File: src/sv/bqtlb_pkg.sv
package bqtlb_pkg;

	// fixed field widths
	localparam int OP_W      = 2;
	localparam int LEVEL_W   = 12;
	localparam int ITEM_W    = 32;
	localparam int COUNT_W   = 17;
	localparam int STATUS_W  = 2;

	// slave tdata layout: level, item, count
	localparam int S_LEVEL_LSB = 0;
	localparam int S_ITEM_LSB  = S_LEVEL_LSB + LEVEL_W;
	localparam int S_COUNT_LSB = S_ITEM_LSB + ITEM_W;
	localparam int S_TDATA_W   = 64;

	// master tdata layout: popped_item, lowest_level, queue_empty, new_minimum
	localparam int M_POP_LSB   = 0;
	localparam int M_LOW_LSB   = M_POP_LSB + ITEM_W;
	localparam int M_EMPTY_BIT = M_LOW_LSB + LEVEL_W;
	localparam int M_NEWMIN_BIT = M_EMPTY_BIT + 1;
	localparam int M_TDATA_W   = 48;

	// two-level bitmap geometry
	localparam int ROW_W     = 64;
	localparam int ROWS      = 64;
	localparam int ROW_IDX_W = 6;

	// parameter defaults
	localparam int NUM_LEVELS_DEF  = 4096;
	localparam int STORE_DEPTH_DEF = 65536;
	localparam int ITEM_BITS_DEF   = 32;

	typedef enum logic [OP_W-1:0] {
		OP_LOAD = 2'd0,
		OP_PUSH = 2'd1,
		OP_POP  = 2'd2,
		OP_NOP  = 2'd3
	} op_t;

	typedef enum logic [STATUS_W-1:0] {
		STAT_OK        = 2'd0,
		STAT_POP_EMPTY = 2'd1,
		STAT_FULL      = 2'd2,
		STAT_LOAD_OVF  = 2'd3
	} status_t;

	// controller to datapath
	typedef struct packed {
		logic accept;
		logic exec;
		logic find1;
		logic find2;
		logic out_load;
	} ctrl_cmd_t;

	// datapath to controller
	typedef struct packed {
		logic need_find;
	} dp_stat_t;

	// index of the lowest set bit of a non-zero word
	function automatic logic [ROW_IDX_W-1:0] lowest_bit(input logic [ROW_W-1:0] w);
		logic [ROW_W-1:0] v;
		logic [ROW_IDX_W-1:0] n;
		v = w;
		n = '0;
		if (v[31:0] == '0) begin
			n[5] = 1'b1;
			v = v >> 32;
		end
		if (v[15:0] == '0) begin
			n[4] = 1'b1;
			v = v >> 16;
		end
		if (v[7:0] == '0) begin
			n[3] = 1'b1;
			v = v >> 8;
		end
		if (v[3:0] == '0) begin
			n[2] = 1'b1;
			v = v >> 4;
		end
		if (v[1:0] == '0) begin
			n[1] = 1'b1;
			v = v >> 2;
		end
		if (v[0] == 1'b0) begin
			n[0] = 1'b1;
		end
		return n;
	endfunction

endpackage

File: src/sv/bqtlb_ctrl.sv
module bqtlb_ctrl (
	input  logic                  clk,
	input  logic                  arst_n,
	input  logic                  s_tvalid,
	output logic                  s_tready,
	output logic                  m_tvalid,
	input  logic                  m_tready,
	input  bqtlb_pkg::dp_stat_t   stat,
	output bqtlb_pkg::ctrl_cmd_t  cmd
);
	import bqtlb_pkg::*;

	typedef enum logic [4:0] {
		ST_IDLE  = 5'b00001,
		ST_EXEC  = 5'b00010,
		ST_FIND1 = 5'b00100,
		ST_FIND2 = 5'b01000,
		ST_DONE  = 5'b10000
	} state_t;

	state_t state_q;
	state_t state_d;
	logic   m_tvalid_q;
	logic   out_free;

	assign s_tready = (state_q == ST_IDLE);
	assign m_tvalid = m_tvalid_q;
	assign out_free = !m_tvalid_q || m_tready;

	// commands and next state
	always_comb begin
		state_d      = state_q;
		cmd          = '0;
		unique case (state_q)
			ST_IDLE: begin
				cmd.accept = s_tvalid;
				if (s_tvalid) begin
					state_d = ST_EXEC;
				end
			end
			ST_EXEC: begin
				cmd.exec = 1'b1;
				state_d  = stat.need_find ? ST_FIND1 : ST_DONE;
			end
			ST_FIND1: begin
				cmd.find1 = 1'b1;
				state_d   = ST_FIND2;
			end
			ST_FIND2: begin
				cmd.find2 = 1'b1;
				state_d   = ST_DONE;
			end
			ST_DONE: begin
				cmd.out_load = out_free;
				if (out_free) begin
					state_d = ST_IDLE;
				end
			end
			default: begin
				state_d = ST_IDLE;
			end
		endcase
	end

	always_ff @(posedge clk or negedge arst_n) begin
		if (!arst_n) begin
			state_q <= ST_IDLE;
		end else begin
			state_q <= state_d;
		end
	end

	// output valid register
	always_ff @(posedge clk or negedge arst_n) begin
		if (!arst_n) begin
			m_tvalid_q <= 1'b0;
		end else if (cmd.out_load) begin
			m_tvalid_q <= 1'b1;
		end else if (m_tready) begin
			m_tvalid_q <= 1'b0;
		end
	end

endmodule

File: config.mk
export PLATFORM = sky130hd
export DESIGN_NAME = bqtlb_ctrl
export DESIGN_NICKNAME = d
export VERILOG_FILES = /design/src/sv/bqtlb_pkg.sv /design/src/sv/bqtlb_ctrl.sv
export SDC_FILE = /design/constraint.sdc
export NUM_CORES = 1
export LEC_CHECK = 0
export BUFFER_PORTS_ARGS = -buffer_cell sky130_fd_sc_hd__buf_4
export CAP_MARGIN = 25
export CORE_AREA = 2 2 39 41
export DETAILED_ROUTE_END_ITERATION = 10
export DIE_AREA = 0 0 41 43
export GPL_TIMING_DRIVEN = 0
export PLACE_DENSITY = 0.51
export SYNTH_ARGS = -nofsm -noshare
export SYNTH_HDL_FRONTEND = slang
export SYNTH_SLANG_ARGS = --single-unit
File: constraint.sdc
create_clock -name clk -period 3.6 [get_ports clk]
set_clock_uncertainty 0.2 [all_clocks]
set_input_delay 0.72 -clock clk [delete_from_list [all_inputs] [get_ports clk]]
set_output_delay 0.72 -clock clk [all_outputs]
set_load 0.01 [all_outputs]
==> impl_results.html <==
<table>
<tr><th>Metric</th><th>Value</th></tr>
<tr><th colspan="2">Logic synthesis</th></tr>
<tr><td>Number of warnings printed during yosys synthesis</td><td>0</td></tr>
<tr><td>FF+latch count, synth</td><td>6</td></tr>
<tr><td>Most common cell in the synthesized netlist</td><td>sky130_fd_sc_hd__dfrtp_1</td></tr>
<tr><td>Sequential share of the synthesized area</td><td>0.464</td></tr>
<tr><td>Post-synth top area cell</td><td>sky130_fd_sc_hd__dfrtp_1</td></tr>
<tr><td>Share of flip-flops with an asynchronous set or reset after synthesis</td><td>1.00</td></tr>
<tr><td>Synthesized-area fraction occupied by adder cells</td><td>0</td></tr>
<tr><td>Xor and xnor fraction of the mapped netlist area</td><td>0</td></tr>
<tr><td>Mean cell area of the mapped netlist</td><td>around 11 µm²</td></tr>
<tr><td>Mux share of post-synthesis cell area</td><td>0</td></tr>
<tr><td>Area share of and/or/nand/nor cells after synthesis</td><td>0.387</td></tr>
<tr><td>Cells taking the most area after synthesis</td><td>sky130_fd_sc_hd__dfrtp_1 (38%), sky130_fd_sc_hd__dfstp_2 (8.0%), sky130_fd_sc_hd__and2_1 (5.7%)</td></tr>
<tr><td>Main combinational cell family by area after synthesis</td><td>simple AND/OR/NAND/NOR gates</td></tr>
<tr><td>Compound-cell area share of the yosys netlist</td><td>0.115</td></tr>
<tr><td>Netlist Area Pre-Place</td><td>327 µm²</td></tr>
<tr><td>Proportion of netlist area held by the largest area contributor</td><td>0.383</td></tr>
<tr><td>Post-Synthesis Cells</td><td>31</td></tr>
<tr><td>Commonest cells in the netlist</td><td>sky130_fd_sc_hd__dfrtp_1 (5), sky130_fd_sc_hd__and2_1 (3), sky130_fd_sc_hd__inv_1 (3), sky130_fd_sc_hd__nand3b_1 (2), sky130_fd_sc_hd__nor2b_1 (2)</td></tr>
<tr><td>Top_reg_cell synth</td><td>sky130_fd_sc_hd__dfrtp_1</td></tr>
<tr><td>Number of flops mapped to enable cells by yosys</td><td>0</td></tr>
<tr><td>Count of different cell masters after synthesis</td><td>21</td></tr>
<tr><td>Syn Nets</td><td>36</td></tr>
<tr><th colspan="2">Placement</th></tr>
<tr><td>Count of buffers from port buffering</td><td>11</td></tr>
<tr><td>RD Place Congestion</td><td>0.661</td></tr>
<tr><td>Dpl hpwl</td><td>between 500 and 600 µm</td></tr>
<tr><td>Placed Area</td><td>about 430 µm²</td></tr>
<tr><td>Instance count after placement with tap cells included</td><td>58</td></tr>
<tr><th colspan="2">Global route</th></tr>
<tr><td>First-pass GRT wire length</td><td>1.14 mm</td></tr>
<tr><td>Vias in the first global route</td><td>243</td></tr>
<tr><td>Antenna violations before repair</td><td>0</td></tr>
<tr><td>GR Layer Usage met2</td><td>0.113</td></tr>
<tr><td>Top Usage Layer GRT</td><td>met1</td></tr>
<tr><td>Global routing met1 resource utilization</td><td>0.145</td></tr>
<tr><td>Global routing usage summed across all routing layers</td><td>0.102</td></tr>
<tr><td>Global Route met3 Usage</td><td>0.0628</td></tr>
<tr><td>Maximum number of pins on one net before global-route repair</td><td>9</td></tr>
<tr><td>Remaining global-route overflow</td><td>0</td></tr>
<tr><th colspan="2">Clocking</th></tr>
<tr><td>Count of clock tree sinks</td><td>6</td></tr>
<tr><td>Register clock-pin slew on the reported worst setup and hold paths</td><td>about 0.050 ns</td></tr>
<tr><td>Cells resized by post-CTS repair</td><td>0</td></tr>
<tr><td>Hold Buf Count CTS</td><td>0</td></tr>
<tr><td>Number of H-tree branching levels</td><td>1</td></tr>
<tr><td>CTS max path bufs</td><td>2</td></tr>
<tr><td>Number of CTS-inserted buffers</td><td>3</td></tr>
<tr><td>Post-CTS Setup Inserts</td><td>0</td></tr>
<tr><td>TritonCTS clock tree</td><td>built</td></tr>
<tr><td>Root buffer selected by CTS</td><td>sky130_fd_sc_hd__clkbuf_4</td></tr>
<tr><td>Insertion delay of the later-clocked pin in the worst-skew pair</td><td>~0.24 ns</td></tr>
<tr><th colspan="2">Worst setup path</th></tr>
<tr><td>Kind of launch point of the worst setup path</td><td>flip-flop</td></tr>
<tr><td>Data required time of the critical path</td><td>between 2 and 3 ns</td></tr>
<tr><td>Highest net fanout along the worst path</td><td>4</td></tr>
<tr><td>CP endpoint kind</td><td>output port</td></tr>
<tr><td>Worst path arrival time</td><td>around 1.5 ns</td></tr>
<tr><td>Worst Setup Path Type</td><td>reg2out</td></tr>
<tr><th colspan="2">STA</th></tr>
<tr><td>Count of final max-slew check failures</td><td>0</td></tr>
<tr><td>Max transition margin</td><td>0.820</td></tr>
<tr><td>Number of setup violations in the final report</td><td>0</td></tr>
<tr><td>Final worst hold slack</td><td>around 0.073 ns</td></tr>
<tr><td>Maximum operating frequency</td><td>0.413 GHz</td></tr>
<tr><td>Total negative slack for setup checks</td><td>0 ns</td></tr>
<tr><td>Part of the cycle the worst path needs</td><td>0.673</td></tr>
<tr><td>Hold Fails Final Rpt</td><td>0</td></tr>
<tr><td>Clock period minus final worst setup slack</td><td>2.42 ns</td></tr>
<tr><td>Actual transition at the worst max-transition pin</td><td>0.265 ns</td></tr>
<tr><td>Unrepaired setup endpoints after global routing</td><td>false</td></tr>
<tr><th colspan="2">Floorplan</th></tr>
<tr><td>Standard cell core area</td><td>about 1400 µm²</td></tr>
<tr><td>X dimension of the die</td><td>41 µm</td></tr>
<tr><td>Vertical extent of the die</td><td>43 µm</td></tr>
<tr><td>Row count</td><td>14</td></tr>
<tr><td>IO Pins</td><td>12</td></tr>
<tr><td>Floorplan die area</td><td>1760 µm²</td></tr>
<tr><td>Starting Density</td><td>0.236</td></tr>
<tr><th colspan="2">Worst hold path</th></tr>
<tr><td>Worst hold path type</td><td>in2async</td></tr>
<tr><th colspan="2">Drt</th></tr>
<tr><td>Overall routed net length</td><td>685 µm</td></tr>
<tr><td>Post-route antenna net violation count</td><td>0</td></tr>
<tr><td>Length of the first detailed-routing pass in iterations</td><td>4</td></tr>
<tr><td>Average wire per standard cell</td><td>11.0 µm</td></tr>
<tr><td>Count of vias placed by the detailed router</td><td>~280</td></tr>
<tr><td>Remaining DRCs</td><td>0</td></tr>
<tr><td>Vias per inst</td><td>between 4 and 5</td></tr>
<tr><td>Detailed router's first-iteration violation count</td><td>7</td></tr>
<tr><th colspan="2">Power and ir drop</th></tr>
<tr><td>Power per standard cell area</td><td>595 nW/µm²</td></tr>
<tr><td>Power Total</td><td>271 µW</td></tr>
<tr><td>Worst IR Drop VDD</td><td>0.210 mV</td></tr>
<tr><td>Leakage power</td><td>0.000227 µW</td></tr>
<tr><th colspan="2">Finish</th></tr>
<tr><td>Layout Area Growth over Synthesis</td><td>39.5%</td></tr>
<tr><td>Share of cells above drive strength 1</td><td>0.391</td></tr>
<tr><td>Number of antenna cells inserted</td><td>0</td></tr>
<tr><td>Nets</td><td>52</td></tr>
<tr><td>Post-layout instance area</td><td>approximately 460 µm²</td></tr>
<tr><td>Number of standard cells in the layout, taps in and fillers out</td><td>62</td></tr>
<tr><th colspan="2">Outcome</th></tr>
<tr><td>Run status</td><td>finished clean</td></tr>
<tr><th colspan="2">Flow run</th></tr>
<tr><td>Max-cap violations</td><td>0</td></tr>
</table>
layer usage:
layer	up-vias	part of all wire
li1	142	-
met3	2	0.073
met5	-	0
met1	127	0.49
met4	0	0.015
met2	10	0.42
state kept, by name (all words and copies together), names as in the netlist:
register and cells:
m_tvalid 1, state_q 5
final cells by class:
class / instances / area [µm²]
multi-input combinational: 22 / 164
inverter: 3 / 11.3
tap: 16 / 20.0
fill: 158 / 928
sequential: 6 / 151
timing repair buffer: 11 / 82.6
clock buffer: 4 / 26.3
cell usage in the layout (no fill, tap or decap):
master,n
sky130_fd_sc_hd__clkbuf_4,3
sky130_fd_sc_hd__buf_4,11
sky130_fd_sc_hd__nor3b_1,1
sky130_fd_sc_hd__nand2b_1,1
sky130_fd_sc_hd__nand2_1,1
sky130_fd_sc_hd__nand3b_1,2
sky130_fd_sc_hd__nor4_2,1
sky130_fd_sc_hd__clkbuf_1,1
sky130_fd_sc_hd__o21ai_0,1
sky130_fd_sc_hd__nor4b_1,1
sky130_fd_sc_hd__o311ai_1,1
sky130_fd_sc_hd__inv_1,3
sky130_fd_sc_hd__a21oi_1,1
sky130_fd_sc_hd__nor3_1,1
sky130_fd_sc_hd__o32ai_1,1
sky130_fd_sc_hd__and3b_1,1
sky130_fd_sc_hd__nor2b_1,2
sky130_fd_sc_hd__dfstp_2,1
sky130_fd_sc_hd__or2_4,1
sky130_fd_sc_hd__nor4b_2,1
sky130_fd_sc_hd__o211a_1,1
sky130_fd_sc_hd__and2_1,3
sky130_fd_sc_hd__dfrtp_1,5
sky130_fd_sc_hd__nor2_1,1
critical path: stages, from the launching register on:
cell and delay (ns):
sky130_fd_sc_hd__dfrtp_1 0.40, sky130_fd_sc_hd__or2_4 0.28, sky130_fd_sc_hd__nor4b_2 0.31, sky130_fd_sc_hd__and2_1 0.17
sky130_fd_sc_hd__buf_4 0.11
power by group:
part | internal, µW | switching, µW
Clock | 42.0 | 24.0
Sequential | 84.7 | 22.4
Combinational | 56.5 | 41.4
worst paths after layout:
path	from	slack (ns)	endpoint	cells past startpoint
max	state_q[4]	1.18	cmd[4]	4
min	arst_n	0.07	state_q[4]	1
max reg2reg	state_q[3]	2.14	state_q[0]	3
min reg2reg	m_tvalid	0.37	m_tvalid	2
max in group asynchronous	arst_n	2.92	state_q[0]	1
min in group clk	m_tvalid	0.37	m_tvalid	2
logic make-up after synthesis:
kind of cell	after synthesis
AO/OA/AOI/OAI	5
buffers and inverters	3
flip-flops	6
AND/OR/NAND/NOR	17
metrics by stage:
stage,setup WS (ns),utilization
after floorplan,1.41,-
after global placement,1.39,0.310
after detailed placement,1.39,0.310
after CTS,1.15,0.329
after global routing,1.09,0.329
final,1.18,0.329
(Power assumes the default switching activity.)
